**config.mk**
```make
export PLATFORM = sky130hd
export DESIGN_NAME = transit_time_wind_vector_core
export DESIGN_NICKNAME = d
export VERILOG_FILES = /design/src/design/ttwv_pkg.sv /design/src/design/ttwv_axis.sv /design/src/design/ttwv_isqrt.sv /design/src/design/ttwv_cordic.sv /design/src/design/transit_time_wind_vector_core.sv
export SDC_FILE = /design/constraint.sdc
export NUM_CORES = 2
export LEC_CHECK = 0
export CORE_MARGIN = 2
export CORE_UTILIZATION = 58
export DETAILED_ROUTE_END_ITERATION = 10
export DONT_BUFFER_PORTS = 1
export GPL_TIMING_DRIVEN = 1
export PLACE_DENSITY = 0.74
export SYNTH_ARGS = -nofsm -noshare
export SYNTH_HDL_FRONTEND = slang
export SYNTH_SLANG_ARGS = --single-unit
export TNS_END_PERCENT = 1
```
**constraint.sdc**
```tcl
create_clock -name clk -period 32 [get_ports clk]
set_clock_uncertainty 0.05 [all_clocks]
set_input_delay 8 -clock clk [delete_from_list [all_inputs] [get_ports clk]]
set_output_delay 8 -clock clk [all_outputs]
set_load 0.03 [all_outputs]
```
**src/design/ttwv_pkg.sv**
```systemverilog
// ----------------------------------------------------------------------------
// ttwv_pkg
// Shared constants and the arctangent table of the wind vector core.
// ----------------------------------------------------------------------------
package ttwv_pkg;

    localparam int TIME_W  = 24;
    localparam int SCALE_W = 20;
    localparam int AXIS_W  = 18;
    localparam int DIR_W   = 16;

    localparam logic [23:0] MILLION    = 24'd1000000;
    localparam logic [16:0] AXIS_LIMIT = 17'd100000;

    // atan(2^-i) in 1/256 hundredth of a degree
    function automatic logic [20:0] atan_lut(input logic [4:0] i);
        logic [20:0] v;
        begin
            unique case (i)
                5'd0:    v = 21'd1152000;
                5'd1:    v = 21'd680065;
                5'd2:    v = 21'd359328;
                5'd3:    v = 21'd182400;
                5'd4:    v = 21'd91554;
                5'd5:    v = 21'd45822;
                5'd6:    v = 21'd22916;
                5'd7:    v = 21'd11459;
                5'd8:    v = 21'd5730;
                5'd9:    v = 21'd2865;
                5'd10:   v = 21'd1432;
                5'd11:   v = 21'd716;
                5'd12:   v = 21'd358;
                5'd13:   v = 21'd179;
                5'd14:   v = 21'd90;
                5'd15:   v = 21'd45;
                5'd16:   v = 21'd22;
                5'd17:   v = 21'd11;
                5'd18:   v = 21'd6;
                5'd19:   v = 21'd3;
                default: v = 21'd0;
            endcase
            return v;
        end
    endfunction

endpackage

```
**src/design/ttwv_axis.sv**
```systemverilog
// ----------------------------------------------------------------------------
// ttwv_axis
// One axis component: 1e6*scale*|tb-tf|/(tf*tb), one shared multiplier and a
// bit-serial restoring divider, saturated and signed.
// ----------------------------------------------------------------------------
module ttwv_axis (
    input  logic                clk,
    input  logic                rst_n,
    input  logic                start,
    input  logic [19:0]         scale,
    input  logic [23:0]         tf,
    input  logic [23:0]         tb,
    output logic                done,
    output logic signed [17:0]  mag
);

    typedef enum logic [2:0] {IDLE, MUL_P, MUL_D, MUL_NL, MUL_NH, CHECK, DIVIDE, FINISH}
        state_t;

    state_t       state_reg;
    logic [23:0]  tf_reg, tb_reg, d_reg;
    logic         neg_reg, sat_reg;
    logic [43:0]  p_reg;
    logic [47:0]  den_reg;
    logic [63:0]  n_reg;
    logic [48:0]  rem_reg;
    logic [16:0]  low_reg, q_reg;
    logic [4:0]   cnt_reg;

    logic [23:0]  mul_a, mul_b;
    logic [47:0]  prod;
    logic [48:0]  rem_next;
    logic         ge;
    logic [16:0]  mag_u;

    always_comb
    begin
        unique case (state_reg)
            MUL_P:   begin mul_a = {4'd0, scale};       mul_b = d_reg; end
            MUL_NL:  begin mul_a = {2'd0, p_reg[21:0]}; mul_b = ttwv_pkg::MILLION; end
            MUL_NH:  begin mul_a = {2'd0, p_reg[43:22]}; mul_b = ttwv_pkg::MILLION; end
            default: begin mul_a = tf_reg;              mul_b = tb_reg; end
        endcase
        prod     = mul_a * mul_b;
        rem_next = {rem_reg[47:0], low_reg[16]};
        ge       = rem_next >= {1'b0, den_reg};
        if (sat_reg || q_reg > ttwv_pkg::AXIS_LIMIT)
            mag_u = ttwv_pkg::AXIS_LIMIT;
        else
            mag_u = q_reg;
    end

    always_ff @(posedge clk or negedge rst_n)
    begin
        if (!rst_n)
        begin
            state_reg <= IDLE;
            done      <= 1'b0;
        end
        else
        begin
            done <= state_reg == FINISH;
            unique case (state_reg)
                IDLE:
                begin
                    if (start)
                    begin
                        tf_reg    <= tf;
                        tb_reg    <= tb;
                        d_reg     <= (tb > tf) ? tb - tf : tf - tb;
                        neg_reg   <= tb < tf;
                        sat_reg   <= 1'b0;
                        q_reg     <= '0;
                        state_reg <= MUL_P;
                    end
                end
                MUL_P:
                begin
                    p_reg     <= prod[43:0];
                    state_reg <= MUL_D;
                end
                MUL_D:
                begin
                    den_reg   <= prod;
                    state_reg <= MUL_NL;
                end
                MUL_NL:
                begin
                    n_reg     <= {16'd0, prod};
                    state_reg <= MUL_NH;
                end
                MUL_NH:
                begin
                    n_reg     <= n_reg + {prod[41:0], 22'd0};
                    state_reg <= CHECK;
                end
                CHECK:
                begin
                    if ({1'b0, n_reg[63:17]} >= den_reg)
                    begin
                        sat_reg   <= 1'b1;
                        state_reg <= FINISH;
                    end
                    else
                    begin
                        rem_reg   <= {2'd0, n_reg[63:17]};
                        low_reg   <= n_reg[16:0];
                        cnt_reg   <= 5'd16;
                        state_reg <= DIVIDE;
                    end
                end
                DIVIDE:
                begin
                    rem_reg <= ge ? rem_next - {1'b0, den_reg} : rem_next;
                    q_reg   <= {q_reg[15:0], ge};
                    low_reg <= {low_reg[15:0], 1'b0};
                    cnt_reg <= cnt_reg - 5'd1;
                    if (cnt_reg == 5'd0)
                        state_reg <= FINISH;
                end
                FINISH:
                begin
                    mag       <= neg_reg ? -$signed({1'b0, mag_u}) : $signed({1'b0, mag_u});
                    state_reg <= IDLE;
                end
                default: state_reg <= IDLE;
            endcase
        end
    end

endmodule

```
**src/design/ttwv_isqrt.sv**
```systemverilog
// ----------------------------------------------------------------------------
// ttwv_isqrt
// Wind speed: squares of both components, then a two-bits-per-step root.
// ----------------------------------------------------------------------------
module ttwv_isqrt (
    input  logic               clk,
    input  logic               rst_n,
    input  logic               start,
    input  logic signed [17:0] x,
    input  logic signed [17:0] y,
    output logic               done,
    output logic [17:0]        root
);

    typedef enum logic [2:0] {IDLE, SQ_X, SQ_Y, ROOT, FINISH} state_t;

    state_t      state_reg;
    logic [17:0] ax_reg, ay_reg;
    logic [35:0] v_reg;
    logic [20:0] r_reg;
    logic [17:0] q_reg;
    logic [4:0]  cnt_reg;

    logic [17:0] mul_a;
    logic [35:0] prod;
    logic [20:0] r_try, t_try;
    logic        ge;

    always_comb
    begin
        mul_a = (state_reg == SQ_Y) ? ay_reg : ax_reg;
        prod  = mul_a * mul_a;
        r_try = {r_reg[18:0], v_reg[35:34]};
        t_try = {1'b0, q_reg, 2'b01};
        ge    = r_try >= t_try;
    end

    always_ff @(posedge clk or negedge rst_n)
    begin
        if (!rst_n)
        begin
            state_reg <= IDLE;
            done      <= 1'b0;
        end
        else
        begin
            done <= state_reg == FINISH;
            unique case (state_reg)
                IDLE:
                begin
                    if (start)
                    begin
                        ax_reg    <= x[17] ? 18'(-x) : 18'(x);
                        ay_reg    <= y[17] ? 18'(-y) : 18'(y);
                        state_reg <= SQ_X;
                    end
                end
                SQ_X:
                begin
                    v_reg     <= prod;
                    state_reg <= SQ_Y;
                end
                SQ_Y:
                begin
                    v_reg     <= v_reg + prod;
                    r_reg     <= '0;
                    q_reg     <= '0;
                    cnt_reg   <= 5'd17;
                    state_reg <= ROOT;
                end
                ROOT:
                begin
                    r_reg   <= ge ? r_try - t_try : r_try;
                    q_reg   <= {q_reg[16:0], ge};
                    v_reg   <= {v_reg[33:0], 2'b00};
                    cnt_reg <= cnt_reg - 5'd1;
                    if (cnt_reg == 5'd0)
                        state_reg <= FINISH;
                end
                FINISH:
                begin
                    root      <= q_reg;
                    state_reg <= IDLE;
                end
                default: state_reg <= IDLE;
            endcase
        end
    end

endmodule

```
**src/design/ttwv_cordic.sv**
```systemverilog
// ----------------------------------------------------------------------------
// ttwv_cordic
// Direction: vectoring CORDIC, one iteration per cycle, quadrant restore.
// ----------------------------------------------------------------------------
module ttwv_cordic (
    input  logic               clk,
    input  logic               rst_n,
    input  logic               start,
    input  logic signed [17:0] x,
    input  logic signed [17:0] y,
    output logic               done,
    output logic signed [15:0] dir
);

    typedef enum logic [1:0] {IDLE, RUN, FINISH} state_t;

    state_t             state_reg;
    logic signed [33:0] cx_reg, cy_reg;
    logic signed [24:0] z_reg;
    logic [4:0]         i_reg;
    logic               xneg_reg, yneg_reg, xz_reg, yz_reg;

    logic [16:0]        ax, ay;
    logic signed [33:0] sx, sy;
    logic signed [24:0] step_z, zr;
    logic [13:0]        a;
    logic signed [15:0] r;

    always_comb
    begin
        ax     = x[17] ? 17'(-x) : x[16:0];
        ay     = y[17] ? 17'(-y) : y[16:0];
        sx     = cx_reg >>> i_reg;
        sy     = cy_reg >>> i_reg;
        step_z = $signed({4'd0, ttwv_pkg::atan_lut(i_reg)});
        zr     = (z_reg + 25'sd128) >>> 8;
        priority if (xz_reg)
            a = 14'd9000;
        else if (yz_reg || z_reg < 0)
            a = 14'd0;
        else if (zr > 25'sd9000)
            a = 14'd9000;
        else
            a = zr[13:0];
        if (xz_reg && yz_reg)
            r = 16'sd0;
        else if (!xneg_reg)
            r = yneg_reg ? -$signed({2'b0, a}) : $signed({2'b0, a});
        else
            r = yneg_reg ? $signed({2'b0, a}) - 16'sd18000
                         : 16'sd18000 - $signed({2'b0, a});
        if (r == -16'sd18000)
            r = 16'sd18000;
    end

    always_ff @(posedge clk or negedge rst_n)
    begin
        if (!rst_n)
        begin
            state_reg <= IDLE;
            done      <= 1'b0;
        end
        else
        begin
            done <= state_reg == FINISH;
            unique case (state_reg)
                IDLE:
                begin
                    if (start)
                    begin
                        cx_reg    <= $signed({3'd0, ax, 14'd0});
                        cy_reg    <= $signed({3'd0, ay, 14'd0});
                        z_reg     <= '0;
                        i_reg     <= '0;
                        xneg_reg  <= x[17];
                        yneg_reg  <= y[17];
                        xz_reg    <= ax == 17'd0;
                        yz_reg    <= ay == 17'd0;
                        state_reg <= (ax == 17'd0 || ay == 17'd0) ? FINISH : RUN;
                    end
                end
                RUN:
                begin
                    if (cy_reg > 0)
                    begin
                        cx_reg <= cx_reg + sy;
                        cy_reg <= cy_reg - sx;
                        z_reg  <= z_reg + step_z;
                    end
                    else
                    begin
                        cx_reg <= cx_reg - sy;
                        cy_reg <= cy_reg + sx;
                        z_reg  <= z_reg - step_z;
                    end
                    i_reg <= i_reg + 5'd1;
                    if (i_reg == 5'd19)
                        state_reg <= FINISH;
                end
                FINISH:
                begin
                    dir       <= r;
                    state_reg <= IDLE;
                end
                default: state_reg <= IDLE;
            endcase
        end
    end

endmodule

```
**src/design/transit_time_wind_vector_core.sv**
```systemverilog
// ----------------------------------------------------------------------------
// transit_time_wind_vector_core
// Two-axis transit-time anemometer: wind components, speed and direction.
// ----------------------------------------------------------------------------
// Input request on s_axis: four flight times in ns. Output request on m_axis:
// wind_x, wind_y, wind_speed, wind_direction in tdata, fresh in tuser.
// path_scale must be written through cfg_we/cfg_wdata only while the core
// is idle; the core itself does not enforce this. s_axis_tready is high
// only while the sequencer is idle; one request is worked at a time. A valid
// measurement runs two axis passes (4 multiplies + 17 divide steps; divide
// steps are skipped when the quotient saturates early), the squares and
// root, the CORDIC (iterations skipped when a component is zero) and one
// output load. s_axis_tready and m_axis_tvalid then rise in the same cycle.
// A request with a zero time or zero scale runs only the CORDIC on the held
// vector (no iterations when a held component is zero), with fresh = 0.
// The result waits in an output register; if the receiver stalls, the next
// request is still accepted and worked, and its result waits, with
// s_axis_tready low, until the register frees.
// Reset clears path_scale, the held vector and speed, and the output valid.
// ----------------------------------------------------------------------------
module transit_time_wind_vector_core (
    input  logic        clk,
    input  logic        rst_n,
    input  logic        cfg_we,
    input  logic [19:0] cfg_wdata,
    input  logic        s_axis_tvalid,
    output logic        s_axis_tready,
    // time_x_forward, time_y_forward, time_x_backward, time_y_backward
    input  logic [95:0] s_axis_tdata,
    output logic        m_axis_tvalid,
    input  logic        m_axis_tready,
    // wind_x, wind_y, wind_speed, wind_direction, 2'b0 pad
    output logic [71:0] m_axis_tdata,
    // fresh
    output logic        m_axis_tuser
);

    typedef enum logic [2:0] {IDLE, AXIS_X, AXIS_Y, SPEED, DIRECTION, RESULT} state_t;

    state_t             state_reg;
    logic [19:0]        scale_reg;
    logic [23:0]        txf_reg, tyf_reg, txb_reg, tyb_reg;
    logic signed [17:0] wx_reg, held_x_reg, held_y_reg;
    logic [17:0]        held_s_reg;
    logic               fresh_reg;
    logic               axis_go_reg, sqrt_go_reg, dir_go_reg;
    logic [71:0]        tdata_reg;
    logic               tuser_reg, mvalid_reg;

    logic               accept, valid_meas;
    logic [23:0]        axis_tf, axis_tb;
    logic               axis_done, sqrt_done, dir_done;
    logic signed [17:0] axis_mag;
    logic [17:0]        root;
    logic signed [15:0] dir;

    assign s_axis_tready = state_reg == IDLE;
    assign accept        = s_axis_tvalid && s_axis_tready;
    assign valid_meas    = scale_reg != '0 && s_axis_tdata[23:0] != '0 &&
                           s_axis_tdata[47:24] != '0 && s_axis_tdata[71:48] != '0 &&
                           s_axis_tdata[95:72] != '0;
    assign axis_tf       = (state_reg == AXIS_Y) ? tyf_reg : txf_reg;
    assign axis_tb       = (state_reg == AXIS_Y) ? tyb_reg : txb_reg;
    assign m_axis_tvalid = mvalid_reg;
    assign m_axis_tdata  = tdata_reg;
    assign m_axis_tuser  = tuser_reg;

    ttwv_axis u_axis (
        .clk   (clk),
        .rst_n (rst_n),
        .start (axis_go_reg),
        .scale (scale_reg),
        .tf    (axis_tf),
        .tb    (axis_tb),
        .done  (axis_done),
        .mag   (axis_mag)
    );

    ttwv_isqrt u_isqrt (
        .clk   (clk),
        .rst_n (rst_n),
        .start (sqrt_go_reg),
        .x     (wx_reg),
        .y     (axis_mag),
        .done  (sqrt_done),
        .root  (root)
    );

    ttwv_cordic u_cordic (
        .clk   (clk),
        .rst_n (rst_n),
        .start (dir_go_reg),
        .x     (held_x_reg),
        .y     (held_y_reg),
        .done  (dir_done),
        .dir   (dir)
    );

    always_ff @(posedge clk or negedge rst_n)
    begin
        if (!rst_n)
        begin
            state_reg   <= IDLE;
            scale_reg   <= '0;
            held_x_reg  <= '0;
            held_y_reg  <= '0;
            held_s_reg  <= '0;
            axis_go_reg <= 1'b0;
            sqrt_go_reg <= 1'b0;
            dir_go_reg  <= 1'b0;
            mvalid_reg  <= 1'b0;
        end
        else
        begin
            axis_go_reg <= (accept && valid_meas) || (state_reg == AXIS_X && axis_done);
            sqrt_go_reg <= state_reg == AXIS_Y && axis_done;
            dir_go_reg  <= (accept && !valid_meas) || (state_reg == SPEED && sqrt_done);
            if (cfg_we)
                scale_reg <= cfg_wdata;
            if (state_reg == RESULT && (!mvalid_reg || m_axis_tready))
                mvalid_reg <= 1'b1;
            else if (mvalid_reg && m_axis_tready)
                mvalid_reg <= 1'b0;
            unique case (state_reg)
                IDLE:
                begin
                    if (accept)
                    begin
                        txf_reg   <= s_axis_tdata[23:0];
                        tyf_reg   <= s_axis_tdata[47:24];
                        txb_reg   <= s_axis_tdata[71:48];
                        tyb_reg   <= s_axis_tdata[95:72];
                        fresh_reg <= valid_meas;
                        if (valid_meas)
                            state_reg <= AXIS_X;
                        else
                            state_reg <= DIRECTION;
                    end
                end
                AXIS_X:
                begin
                    if (axis_done)
                    begin
                        wx_reg    <= axis_mag;
                        state_reg <= AXIS_Y;
                    end
                end
                AXIS_Y:
                begin
                    if (axis_done)
                    begin
                        held_y_reg <= axis_mag;
                        state_reg  <= SPEED;
                    end
                end
                SPEED:
                begin
                    if (sqrt_done)
                    begin
                        held_x_reg <= wx_reg;
                        held_s_reg <= root;
                        state_reg  <= DIRECTION;
                    end
                end
                DIRECTION:
                begin
                    if (dir_done)
                        state_reg <= RESULT;
                end
                RESULT:
                begin
                    if (!mvalid_reg || m_axis_tready)
                    begin
                        tdata_reg <= {2'b00, dir, held_s_reg, held_y_reg, held_x_reg};
                        tuser_reg <= fresh_reg;
                        state_reg <= IDLE;
                    end
                end
                default: state_reg <= IDLE;
            endcase
        end
    end

endmodule
```
==> reports/metrics.yaml <==
status: "complete, no violations"
fmax_ghz: 0.0769
gp_congestion: 1.04
yosys.cell_count.top_type: "inv_1"
maxCapViolations: 0
slowest_stage: "a221oi_1"
seq_area_frac_synth: 0.309
grt_usage: 0.319
fin_crit_sh: 0.406
yosys_warnings: 0
num_rows: 139
place.port_buffers: 0
numCtsBuffers: 97
dr.first_iter.drc_count: 6016
synth_area_um2: 83800
vias_per_cell: 6.17
grt_max_degree: 110
synth_top_family_by_area: "adder cells"
slowest_delay_ns: 1.05
wl_per_cell_um: 22.6
largest_register_ffs: 70
initial_core_util: 0.584
cts_root_buffer: "clkbuf_16"
coreArea_um2: 143000
top_usage_layer: "met2"
htree_levels: 3
vias: 64406
synth_top_area_frac: 0.276
clkLatencyLatePin_ns: 0.77
synth_edf_count: 771
clock_path_buffers: 3
use_met2: 0.530
cp_common_cell: "fa_1"
clk_pin_slew_ns: 0.07
ys.flop_type: "edfxtp_1"
endpoint_kind: "register"
grt_pass1_vias: 64657
yosysUniqueCellTypes: 89
synth-simple-area-share: 0.135
routed_wl_um: 235000
die_area_um2: 148000
ys_seq_elements: 884
avgSynthCellArea_um2: 9.79
cts_setup_buffers: 0
use_met1: 0.406
drive_above_1_share: 0.0690
cp-start-kind: "register"
hold_buffers: 0
ant_nets: 0
synthCells: 8564
areaGrowthSynthToFinish_pct: 6.67
setup_viol: 0
cp.arrival_ns: 13.41
tns_ns: 0
worstPathRequired_ns: 32.41
synth_compound_area_frac: 0.119
io_pins: 196
placed_area_um2: 86000
synthAdderAreaFrac: 0.263
crit_type: "register to register"
grt_pass1_wl_um: 365000
ctsResizeCount: 0
muxShareOfSynthArea: 0.0632
netlist_top_cells_count: "inv_1 (1076), nor2_1 (888), nand2_1 (855)"
die_w_um: 384
globalRouteOverflowTotal: 0
drt_pass1_iterations: 6
synth_async_sr_flop_share: 0.104
cts_tree: "built"
yosys.area.top_type: "edfxtp_1"
final-max-slew-violation-count: 0
rsz0062_at_grt: "false"
antenna_found_initial: 10
place_ws_ns: 19.24
num_antenna_cells: 0
dieHeight_um: 384
finalHoldViolations: 0
max-slew-margin-rel: 0.0322
crit_path_max_fanout: 70
num-nets-final: 9906
period_minus_slack_ns: 13.01
grt_use_met3: 0.0501
yosys-top-cells-area: "edfxtp_1 (28%), fa_1 (17%), ha_1 (9.4%), inv_1 (4.8%), nor2_1 (4.0%)"
finalInstanceArea_um2: 89400
cts_sinks: 884
min_path_type: "register to register"
layout_setup_ws_ns: 18.99
tightest_slew_ns: 1.44
drc: 0
hpwl_um: 184000
synthXorXnorAreaFrac: 0.0473
==> critical path: cells and delay by family, from the launching register on <==
| family | cells | cell delay, ns |
|---|---|---|
| adder cells (fa/ha/maj) | 9 | 4.29 |
| AND/OR/NAND/NOR | 8 | 1.50 |
| XOR/XNOR | 2 | 0.39 |
| flip-flops | 1 | 0.84 |
| buffers and inverters | 6 | 1.16 |
| AO/OA/AOI/OAI | 14 | 4.43 |
==> cell usage in the layout, fill, tap and decap left out, types with 21 or more instances in the layout <==
cell / count
o21a_1: 58
a21boi_0: 22
a22oi_1: 21
or2_2: 33
o31ai_1: 58
edfxtp_1: 771
dfxtp_1: 21
o21ai_0: 364
nand2b_1: 80
o211ai_1: 42
and3_1: 69
a211oi_1: 53
a21o_1: 159
inv_1: 1076
fa_1: 707
dfrtp_1: 91
xor2_1: 185
and2_1: 69
xnor2_1: 268
a221oi_1: 25
o21bai_1: 57
nor3_1: 113
buf_4: 108
a31oi_1: 60
nor2_1: 878
nand2_1: 854
nor2b_1: 68
mux4_2: 91
mux2_2: 124
a22o_1: 21
clkbuf_16: 99
nand3_1: 103
nand4_1: 52
a21oi_1: 408
mux2i_1: 184
nor4_1: 63
ha_1: 630
a221o_1: 25
or3_1: 61
==> per-stage QoR <==
stage	utilization	cells	hold slack (ns)
finish	0.623	10435	0.368
global route	0.623	10435	0.376
CTS	0.623	10435	0.370
detailed placement	0.599	10252	0.355
global placement	0.599	10252	0.353
floorplan	-	8565	0.350
==> area by class of cell <==
cell class	count	area [um^2]
timing repair buffer	108	811
inverter	1088	4090
fill	11762	54000
tap	1903	2380
multi-input combinational	6269	52800
clock buffer	111	2560
clock inverter	72	905
sequential	884	25900
==> metal layers <==
layer,wire [um],part of all wire,up-vias
met5,50,0.00021,-
met4,13200,0.056,6
met3,18300,0.078,658
met2,113000,0.48,2833
met1,91300,0.39,31722
li1,-,-,29187
==> final timing paths <==
kind,end,startpoint,slack (ns),cells past startpoint
max in group asynchronous,scale_reg[10],rst_n,24.67,0
max,u_axis.n_reg[61],u_axis.state_reg[2],18.99,39
min in group asynchronous,scale_reg[8],rst_n,6.87,0
max reg2reg,u_axis.n_reg[61],u_axis.state_reg[2],18.99,39
min reg2reg,m_axis_tdata[66],u_cordic.dir[12],0.37,0
min,m_axis_tdata[66],u_cordic.dir[12],0.37,0
==> cells by family after synthesis <==
logic type	after synthesis
mux	400
xor+xnor	453
fa+ha+maj	1337
simple gates	2529
other cells	1
buf+inv	1412
flops	884
compound gates	1548
Power is not shown: default switching activity piles up to over one toggle a cycle in this logic, so the estimate is an artifact.
